--- src/rtl/assert_macros.svh ---
// Assertion macros for the RTL.
`ifndef ASSERT_MACROS_SVH
`define ASSERT_MACROS_SVH
// Concurrent implication check under active-low reset.
`define ASSERT_IMPL(label, clk, rst_n, ante, cons, msg) \
    label: assert property (@(posedge clk) disable iff (!rst_n) (ante) |-> (cons)) \
        else $error(msg);
// Next-cycle implication check under active-low reset.
`define ASSERT_NEXT(label, clk, rst_n, ante, cons, msg) \
    label: assert property (@(posedge clk) disable iff (!rst_n) (ante) |=> (cons)) \
        else $error(msg);
`endif

--- src/rtl/rse_pkg.sv ---
// Types, constants and functions of the row softmax engine.
package rse_pkg;
    localparam int STORE_DEPTH = 64;
    localparam int MAX_ROW_DEF = 64;
    localparam int IDX_W = 6;
    localparam int SUM_W = 23;
    localparam logic [16:0] LOG2E_Q16 = 17'd94548;

    typedef struct packed {
        logic signed [15:0] logit;
        logic               row_end;
    } rse_in_t;

    typedef struct packed {
        logic [15:0]      prob;
        logic [IDX_W-1:0] elem_index;
        logic             last_out;
        logic             truncated;
    } rse_out_t;

    typedef enum logic [2:0] {
        ST_LOAD,
        ST_EXP_RD,
        ST_EXP_WAIT,
        ST_EXP_ACC,
        ST_NRM_RD,
        ST_NRM_DIV,
        ST_NRM_OUT
    } rse_state_t;

    function automatic logic [16:0] pow2_tab(input logic [4:0] k);
        logic [16:0] v;
        case (k)
            5'd0:  v = 17'd65536;
            5'd1:  v = 17'd62757;
            5'd2:  v = 17'd60097;
            5'd3:  v = 17'd57549;
            5'd4:  v = 17'd55109;
            5'd5:  v = 17'd52773;
            5'd6:  v = 17'd50535;
            5'd7:  v = 17'd48393;
            5'd8:  v = 17'd46341;
            5'd9:  v = 17'd44376;
            5'd10: v = 17'd42495;
            5'd11: v = 17'd40693;
            5'd12: v = 17'd38968;
            5'd13: v = 17'd37316;
            5'd14: v = 17'd35734;
            5'd15: v = 17'd34219;
            default: v = 17'd32768;
        endcase
        return v;
    endfunction
endpackage

--- src/rtl/rse_divider.sv ---
// Restoring divider: (e << 16 + sum/2) / sum, saturated to 16 bits.
module rse_divider
    import rse_pkg::*;
(
    input  logic             clk,
    input  logic             rst_n,
    input  logic             start,
    input  logic [15:0]      e,
    input  logic [SUM_W-1:0] sum,
    output logic             done,
    output logic [15:0]      quot
);
    localparam int NUM_W = 33;
    logic [NUM_W-1:0] num_reg, num_next;
    logic [SUM_W:0]   rem_reg, rem_next;
    logic [NUM_W-1:0] q_reg, q_next;
    logic [5:0]       cnt_reg, cnt_next;
    logic             busy_reg, busy_next;
    logic             done_reg, done_next;
    logic [SUM_W-1:0] d_reg, d_next;
    logic [SUM_W:0]   trial;

    always_comb
    begin
        num_next  = num_reg;
        rem_next  = rem_reg;
        q_next    = q_reg;
        cnt_next  = cnt_reg;
        busy_next = busy_reg;
        d_next    = d_reg;
        done_next = 1'b0;
        trial     = {rem_reg[SUM_W-1:0], num_reg[NUM_W-1]};
        if (start)
        begin
            num_next  = {1'b0, e, 16'd0} + {11'd0, sum[SUM_W-1:1]};
            rem_next  = '0;
            q_next    = '0;
            cnt_next  = 6'(NUM_W);
            busy_next = 1'b1;
            d_next    = sum;
        end
        else if (busy_reg)
        begin
            num_next = {num_reg[NUM_W-2:0], 1'b0};
            if (trial >= {1'b0, d_reg})
            begin
                rem_next = trial - {1'b0, d_reg};
                q_next   = {q_reg[NUM_W-2:0], 1'b1};
            end
            else
            begin
                rem_next = trial;
                q_next   = {q_reg[NUM_W-2:0], 1'b0};
            end
            cnt_next = cnt_reg - 6'd1;
            if (cnt_reg == 6'd1)
            begin
                busy_next = 1'b0;
                done_next = 1'b1;
            end
        end
    end

    always_ff @(posedge clk or negedge rst_n)
    begin
        if (!rst_n)
        begin
            busy_reg <= 1'b0;
            done_reg <= 1'b0;
            cnt_reg  <= '0;
        end
        else
        begin
            busy_reg <= busy_next;
            done_reg <= done_next;
            cnt_reg  <= cnt_next;
        end
    end

    always_ff @(posedge clk)
    begin
        num_reg <= num_next;
        rem_reg <= rem_next;
        q_reg   <= q_next;
        d_reg   <= d_next;
    end

    assign done = done_reg;
    assign quot = (d_reg == '0 || q_reg[NUM_W-1:16] != '0) ? 16'hFFFF : q_reg[15:0];
endmodule

--- src/rtl/row_softmax_engine_top.sv ---
// Top level of the row softmax engine.
// Usage:
//  in channel: one logit per transaction (in_valid/in_stall), row_end on the last.
//  out channel: one transaction per stored element after row_end, in order,
//  with elem_index, last_out and truncated (row had elements dropped).
//  Load: one cycle per element, written to a 64-entry one-read one-write row memory.
//  Exponential pass: per element, in order, a memory read, a log2(e) multiply,
//  then table interpolation and accumulate into the 23-bit sum.
//  Normalize pass: per element a memory read then a bit-serial divide; each
//  result then waits in the output register until the receiver takes it.
//  Exponentials are written back over the stored logits in the same memory.
//  in_stall is high from row_end until the last result is taken.
//  Reset clears the maximum, count, sum and overflow flag; the row memory
//  is not cleared, only entries written in the current row are read.
//  A stalled result holds steady; the engine waits on it.
`include "assert_macros.svh"
module row_softmax_engine_top
    import rse_pkg::*;
#(
    parameter int MAX_ROW = MAX_ROW_DEF
)
(
    input  logic     clk,
    input  logic     rst_n,
    input  logic     in_valid,
    output logic     in_stall,
    input  rse_in_t  in_data,
    output logic     out_valid,
    input  logic     out_stall,
    output rse_out_t out_data
);
    localparam int CAP = (MAX_ROW < 1) ? 1 : ((MAX_ROW > STORE_DEPTH) ? STORE_DEPTH : MAX_ROW);

    logic [15:0] mem [STORE_DEPTH];
    logic [15:0] rd_data_reg;
    logic        wr_en;
    logic [IDX_W-1:0] wr_addr, rd_addr;
    logic [15:0] wr_data;

    rse_state_t st_reg, st_next;
    logic signed [15:0] max_reg, max_next;
    logic [IDX_W:0]     cnt_reg, cnt_next;
    logic [IDX_W:0]     ptr_reg, ptr_next;
    logic [SUM_W-1:0]   sum_reg, sum_next;
    logic               ovf_reg, ovf_next;
    logic               ov_reg, ov_next;
    rse_out_t           od_reg, od_next;

    logic               in_acc, keep;
    logic [16:0]        dlt;
    logic [33:0]        tprod_reg, tprod_next;
    logic [16:0]        tk, tk1, vint;
    logic [28:0]        prod;
    logic [15:0]        e_val;
    logic [9:0]         nsh;
    logic               div_done;
    logic [15:0]        div_q;

    assign in_acc = in_valid && !in_stall;
    assign keep   = cnt_reg < (IDX_W+1)'(CAP);

    always_ff @(posedge clk)
    begin
        if (wr_en)
            mem[wr_addr] <= wr_data;
        rd_data_reg <= mem[rd_addr];
    end

    always_comb
    begin
        dlt        = 17'(max_reg) - 17'(signed'(rd_data_reg));
        tprod_next = 34'(dlt) * 34'(LOG2E_Q16);
    end

    always_ff @(posedge clk)
    begin
        tprod_reg <= tprod_next;
    end

    always_comb
    begin
        nsh   = tprod_reg[33:24];
        tk    = pow2_tab({1'b0, tprod_reg[23:20]});
        tk1   = pow2_tab(5'({1'b0, tprod_reg[23:20]}) + 5'd1);
        prod  = 29'(tk - tk1) * 29'(tprod_reg[19:8]) + 29'd2048;
        vint  = tk - 17'(prod[28:12]);
        if (nsh >= 10'd17)
            e_val = '0;
        else if (nsh == 10'd0)
            e_val = (vint > 17'd65535) ? 16'hFFFF : vint[15:0];
        else
            e_val = 16'((vint + (17'd1 << (nsh[4:0] - 5'd1))) >> nsh[4:0]);
    end

    always_comb
    begin
        st_next = st_reg;
        unique case (st_reg)
            ST_LOAD:     if (in_acc && in_data.row_end) st_next = ST_EXP_RD;
            ST_EXP_RD:   st_next = ST_EXP_WAIT;
            ST_EXP_WAIT: st_next = ST_EXP_ACC;
            ST_EXP_ACC:  st_next = (ptr_reg + 1'b1 == cnt_reg) ? ST_NRM_RD : ST_EXP_RD;
            ST_NRM_RD:   st_next = ST_NRM_DIV;
            ST_NRM_DIV:  if (div_done) st_next = ST_NRM_OUT;
            ST_NRM_OUT:
                if (!ov_reg || !out_stall)
                    st_next = ov_reg ? ST_NRM_OUT : ST_NRM_OUT;
            default:     st_next = ST_LOAD;
        endcase
        if (st_reg == ST_NRM_OUT && ov_reg && !out_stall)
            st_next = od_reg.last_out ? ST_LOAD : ST_NRM_RD;
    end

    always_comb
    begin
        max_next  = max_reg;
        cnt_next  = cnt_reg;
        ptr_next  = ptr_reg;
        sum_next  = sum_reg;
        ovf_next  = ovf_reg;
        ov_next   = ov_reg;
        od_next   = od_reg;
        wr_en     = 1'b0;
        wr_addr   = cnt_reg[IDX_W-1:0];
        wr_data   = in_data.logit;
        rd_addr   = ptr_reg[IDX_W-1:0];
        in_stall  = (st_reg != ST_LOAD);
        unique case (st_reg)
            ST_LOAD:
                if (in_acc)
                begin
                    if (keep)
                    begin
                        wr_en    = 1'b1;
                        cnt_next = cnt_reg + 1'b1;
                        if (in_data.logit > max_reg)
                            max_next = in_data.logit;
                    end
                    else
                        ovf_next = 1'b1;
                    ptr_next = '0;
                    sum_next = '0;
                end
            ST_EXP_ACC:
            begin
                wr_en    = 1'b1;
                wr_addr  = ptr_reg[IDX_W-1:0];
                wr_data  = e_val;
                sum_next = sum_reg + SUM_W'(e_val);
                ptr_next = (ptr_reg + 1'b1 == cnt_reg) ? '0 : ptr_reg + 1'b1;
            end
            ST_NRM_OUT:
            begin
                if (!ov_reg)
                begin
                    ov_next            = 1'b1;
                    od_next.prob       = div_q;
                    od_next.elem_index = ptr_reg[IDX_W-1:0];
                    od_next.last_out   = (ptr_reg + 1'b1 == cnt_reg);
                    od_next.truncated  = ovf_reg;
                end
                else if (!out_stall)
                begin
                    ov_next  = 1'b0;
                    ptr_next = ptr_reg + 1'b1;
                    if (od_reg.last_out)
                    begin
                        max_next = 16'sh8000;
                        cnt_next = '0;
                        sum_next = '0;
                        ovf_next = 1'b0;
                        ptr_next = '0;
                    end
                end
            end
            default: ;
        endcase
    end

    logic dstart_reg;
    always_ff @(posedge clk or negedge rst_n)
    begin
        if (!rst_n)
            dstart_reg <= 1'b0;
        else
            dstart_reg <= (st_reg == ST_NRM_RD);
    end

    rse_divider u_div (
        .clk   (clk),
        .rst_n (rst_n),
        .start (dstart_reg),
        .e     (rd_data_reg),
        .sum   (sum_reg),
        .done  (div_done),
        .quot  (div_q)
    );

    always_ff @(posedge clk or negedge rst_n)
    begin
        if (!rst_n)
        begin
            st_reg  <= ST_LOAD;
            max_reg <= 16'sh8000;
            cnt_reg <= '0;
            ptr_reg <= '0;
            sum_reg <= '0;
            ovf_reg <= 1'b0;
            ov_reg  <= 1'b0;
        end
        else
        begin
            st_reg  <= st_next;
            max_reg <= max_next;
            cnt_reg <= cnt_next;
            ptr_reg <= ptr_next;
            sum_reg <= sum_next;
            ovf_reg <= ovf_next;
            ov_reg  <= ov_next;
        end
    end

    always_ff @(posedge clk)
    begin
        od_reg <= od_next;
    end

    assign out_valid = ov_reg;
    assign out_data  = od_reg;

    `ASSERT_IMPL(a_cnt_cap, clk, rst_n, 1'b1, cnt_reg <= (IDX_W+1)'(CAP), "count over capacity")
    `ASSERT_IMPL(a_valid_state, clk, rst_n, ov_reg, st_reg == ST_NRM_OUT, "result outside output state")
    `ASSERT_NEXT(a_last_clear, clk, rst_n, ov_reg && !out_stall && od_reg.last_out, cnt_reg == '0 && st_reg == ST_LOAD, "row state not cleared")
endmodule
--- config.mk ---
export PLATFORM = sky130hd
export DESIGN_NAME = row_softmax_engine_top
export DESIGN_NICKNAME = d
export VERILOG_FILES = /design/src/rtl/rse_pkg.sv /design/src/rtl/rse_divider.sv /design/src/rtl/row_softmax_engine_top.sv
export VERILOG_INCLUDE_DIRS = /design/src /design/src/rtl
export SDC_FILE = /design/constraint.sdc
export NUM_CORES = 2
export LEC_CHECK = 0
export BUFFER_PORTS_ARGS = -buffer_cell sky130_fd_sc_hd__buf_2
export CAP_MARGIN = 25
export CELL_PAD_IN_SITES_DETAIL_PLACEMENT = 1
export CELL_PAD_IN_SITES_GLOBAL_PLACEMENT = 1
export CORE_MARGIN = 2
export CORE_UTILIZATION = 25
export DETAILED_ROUTE_END_ITERATION = 8
export PLACE_DENSITY = 0.44
export RECOVER_POWER = 50
export SYNTH_ARGS = -nofsm -noshare
export SYNTH_HDL_FRONTEND = slang
export SYNTH_SLANG_ARGS = --single-unit
--- constraint.sdc ---
create_clock -name clk -period 15.7 [get_ports clk]
set_input_delay 0.785 -clock clk [delete_from_list [all_inputs] [get_ports clk]]
set_output_delay 0.785 -clock clk [all_outputs]
set_load 0.02 [all_outputs]
==> impl_results.md <==
* Largest family of logic cells by synthesized area: adder cells
* Outcome: finished with violations
* Synth Register Bits at 1286
* DR WL/cell at 23.3 um
* Fmax at 0.0675 GHz
* Adder-cell area share of the yosys netlist at 14.5%
* Remaining Overflow, GRT at 0
* Clk_skew at 56.1 ps
* Gpl congestion at 0.791
* Vias in the first global route at 46800
* Startpoint Class: flop
* Largest cells by area after synthesis: edfxtp_1 (48%), fa_1 (7.9%), ha_1 (6.7%)
* Critical Path End Type: flop
* Final cycle utilization of the critical path at 94.4%
* Buf/Inv on CP at 7
* WHS at 278 ps
* WP data required at 16410 ps
* Fillers at 29800
* Slew Viols, Final at 1101
* Predominant post-synthesis flop cell: edfxtp_1
* EDFF count, synth at 1104
* Max H-tree Level at 4
* Slew @ Worst Pin at 7750 ps
* Mapped Nets at 5946
* Initial antenna violation count at 15
* Max stage delay cell, worst path: or4_4
* CTS max path bufs at 3
* Crit path arrival time at 15530 ps
* Worst setup path class: reg -> reg
* Failing checks: max-capacitance violations, max-slew violations
* Chip Width at 530 um
* Cells after Synth at 5284
* Drt total wl at 217000 um
* Initial Utilization at 25.1%
* Max-cap check violation count at 39
* Fraction of the mapped netlist area in simple logic gates at 7.67%
* Synth cell count leaders: edfxtp_1 (1104), inv_1 (436), nand2_1 (371), ha_1 (369), nor2_1 (293)
* Post-synth ARST share at 5.21%
* Total Routing Usage GR at 15.4%
* Mapped cell area at 69300 um2
* Rel. slew slack at -417%
* Crit path max-delay family: adder cells
* CTS tree: yes
* Most frequent cell on the critical path: ha_1
* Largest net degree at the start of global routing at 108
* Fin. Hold Viols at 0
* CTS sink count at 1286
* Avg Cell Area, Syn at 13.1 um2
* Buffers on Ports at 46
* Row Count at 193
* Synth Area in XOR/XNOR at 2.06%
* Routed vias at 43500
* Fin crit period at 14820 ps
* Mux cell area share after synthesis at 10.1%
* Max reg flops at 1024
* Ratio of cells with drive above 1 in the final layout at 13.9%
* Synth top area share at 47.9%
* Cell taking the most area after synthesis: edfxtp_1
* Clock Latency Late Sink at 800 ps
* Fin util at 29.0%
* I/O pin cnt at 47
* Hold Crit Class: in -> reg
* Root Driver: clkbuf_16
* Seq/Total Area, Yosys at 53.6%
* Yosys cell types at 96
* Die Y-Extent at 530 um
* Die Footprint at 281000 um2
* Dpl hpwl at 146000 um
* Pre-Repair DR Iteration Count at 7
* First-pass GRT wire length at 322000 um
* Initial DRC Count at 2561
* Synth Area in Compound Gates at 8.29%
* Ys Warns at 0
* Area delta synth->final at 15.7%
* Clock Pin Slew Worst Setup and Hold Paths at 60 ps
* Setup Viol. Count Final at 0
* Max Fanout on Critical Path at 7
* CP peak stage delay at 580 ps
* NumNets Final at 6159
* DRC errors left at 0
* Cts bufs inserted at 145
* Final antenna-violating net count at 0
* Vias/cell at 4.67
* Most common cell in the synthesized netlist: edfxtp_1
* Core Area at 276000 um2
## cells by family after synthesis
| group | count (synthesis) |
|---|---|
| flops | 1286 |
| simple gates | 1123 |
| compound gates | 899 |
| buf+inv | 678 |
| fa+ha+maj | 641 |
| mux | 499 |
| xor+xnor | 158 |
## cells in the final DEF (no fill, tap or decap), types with 53 or more instances in the layout
master,n
xnor2_1,103
dfxtp_1,113
a21o_1,53
inv_1,436
o22ai_1,70
nand2_1,369
nand3_1,63
o221ai_1,66
o21ai_0,193
buf_4,187
dfrtp_1,65
mux4_2,150
mux2i_1,255
clkbuf_16,150
fa_1,271
and2_1,94
a21oi_1,246
ha_1,364
mux2_2,91
nor2_1,271
edfxtp_1,1104
clkbuf_1,128
## per-stage QoR
stage / area [um2] / worst slack, ps / setup TNS, ps / cells
finish: 80100 / 884 / 0 / 9323
global route: 80100 / -64.0 / -133 / 9314
CTS: 80200 / 6.66 / 0 / 9302
detailed placement: 75500 / -68.1 / -155 / 9042
global placement: 75400 / 237 / 0 / 9038
floorplan: 69300 / 33.7 / 0 / 5284
## worst min-delay path: stages
cell and delay, ps:
buf_2 130, inv_1 60, a22oi_1 70
## per-layer routing
metal  wire [um]  up-vias  share of wire [%]  global-route usage (%)
li1            -    19800                  -                       -
met1      104000    23000                 48                    21.6
met2      103000      514                 47                    25.5
met3        6600      195                3.0                    1.94
met4        3810        2                1.8                    3.19
met5          13        -             0.0060                       0
## area by class of cell
type	count	area, um2	area share (%)
Sequential cell	1286	37100	46.4
Multi-Input combinational cell	3320	30000	37.5
Tap cell	3705	4640	5.79
Clock buffer	191	3960	4.94
Timing Repair Buffer	306	2000	2.49
Inverter	438	1640	2.05
Clock inverter	67	709	0.885
Antenna cell	10	25.0	0.0312
## path summary, 6_finish.rpt
| kind | startpoint | slack [ps] | endpoint | depth (start not counted) |
|---|---|---|---|---|
| min in group asynchronous | rst_n | 660 | sum_reg[12] | 2 |
| worst min register to register | u_div.rem_reg[0] | 510 | u_div.rem_reg[0] | 2 |
| worst max register to register | tprod_reg[20] | 880 | sum_reg[22] | 70 |
| max in group asynchronous | rst_n | 10920 | u_div.busy_reg | 3 |
| worst min-delay path | in_data[16] | 280 | max_reg[15] | 3 |
| worst max-delay path | tprod_reg[20] | 880 | sum_reg[22] | 70 |
## what timing repair did
action,in CTS,in global routing
endpoints found under the setup margin,7,17
gates resized for setup,2,57
cloned,0,0
pin swaps,1,22
hold endpoints to repair,13,0
hold buffers,1,0
buffers inserted,1,8
Power is left out: the tool's default activity adds up to more than one toggle a clock period on the data nets, which glitch-free logic cannot reach.
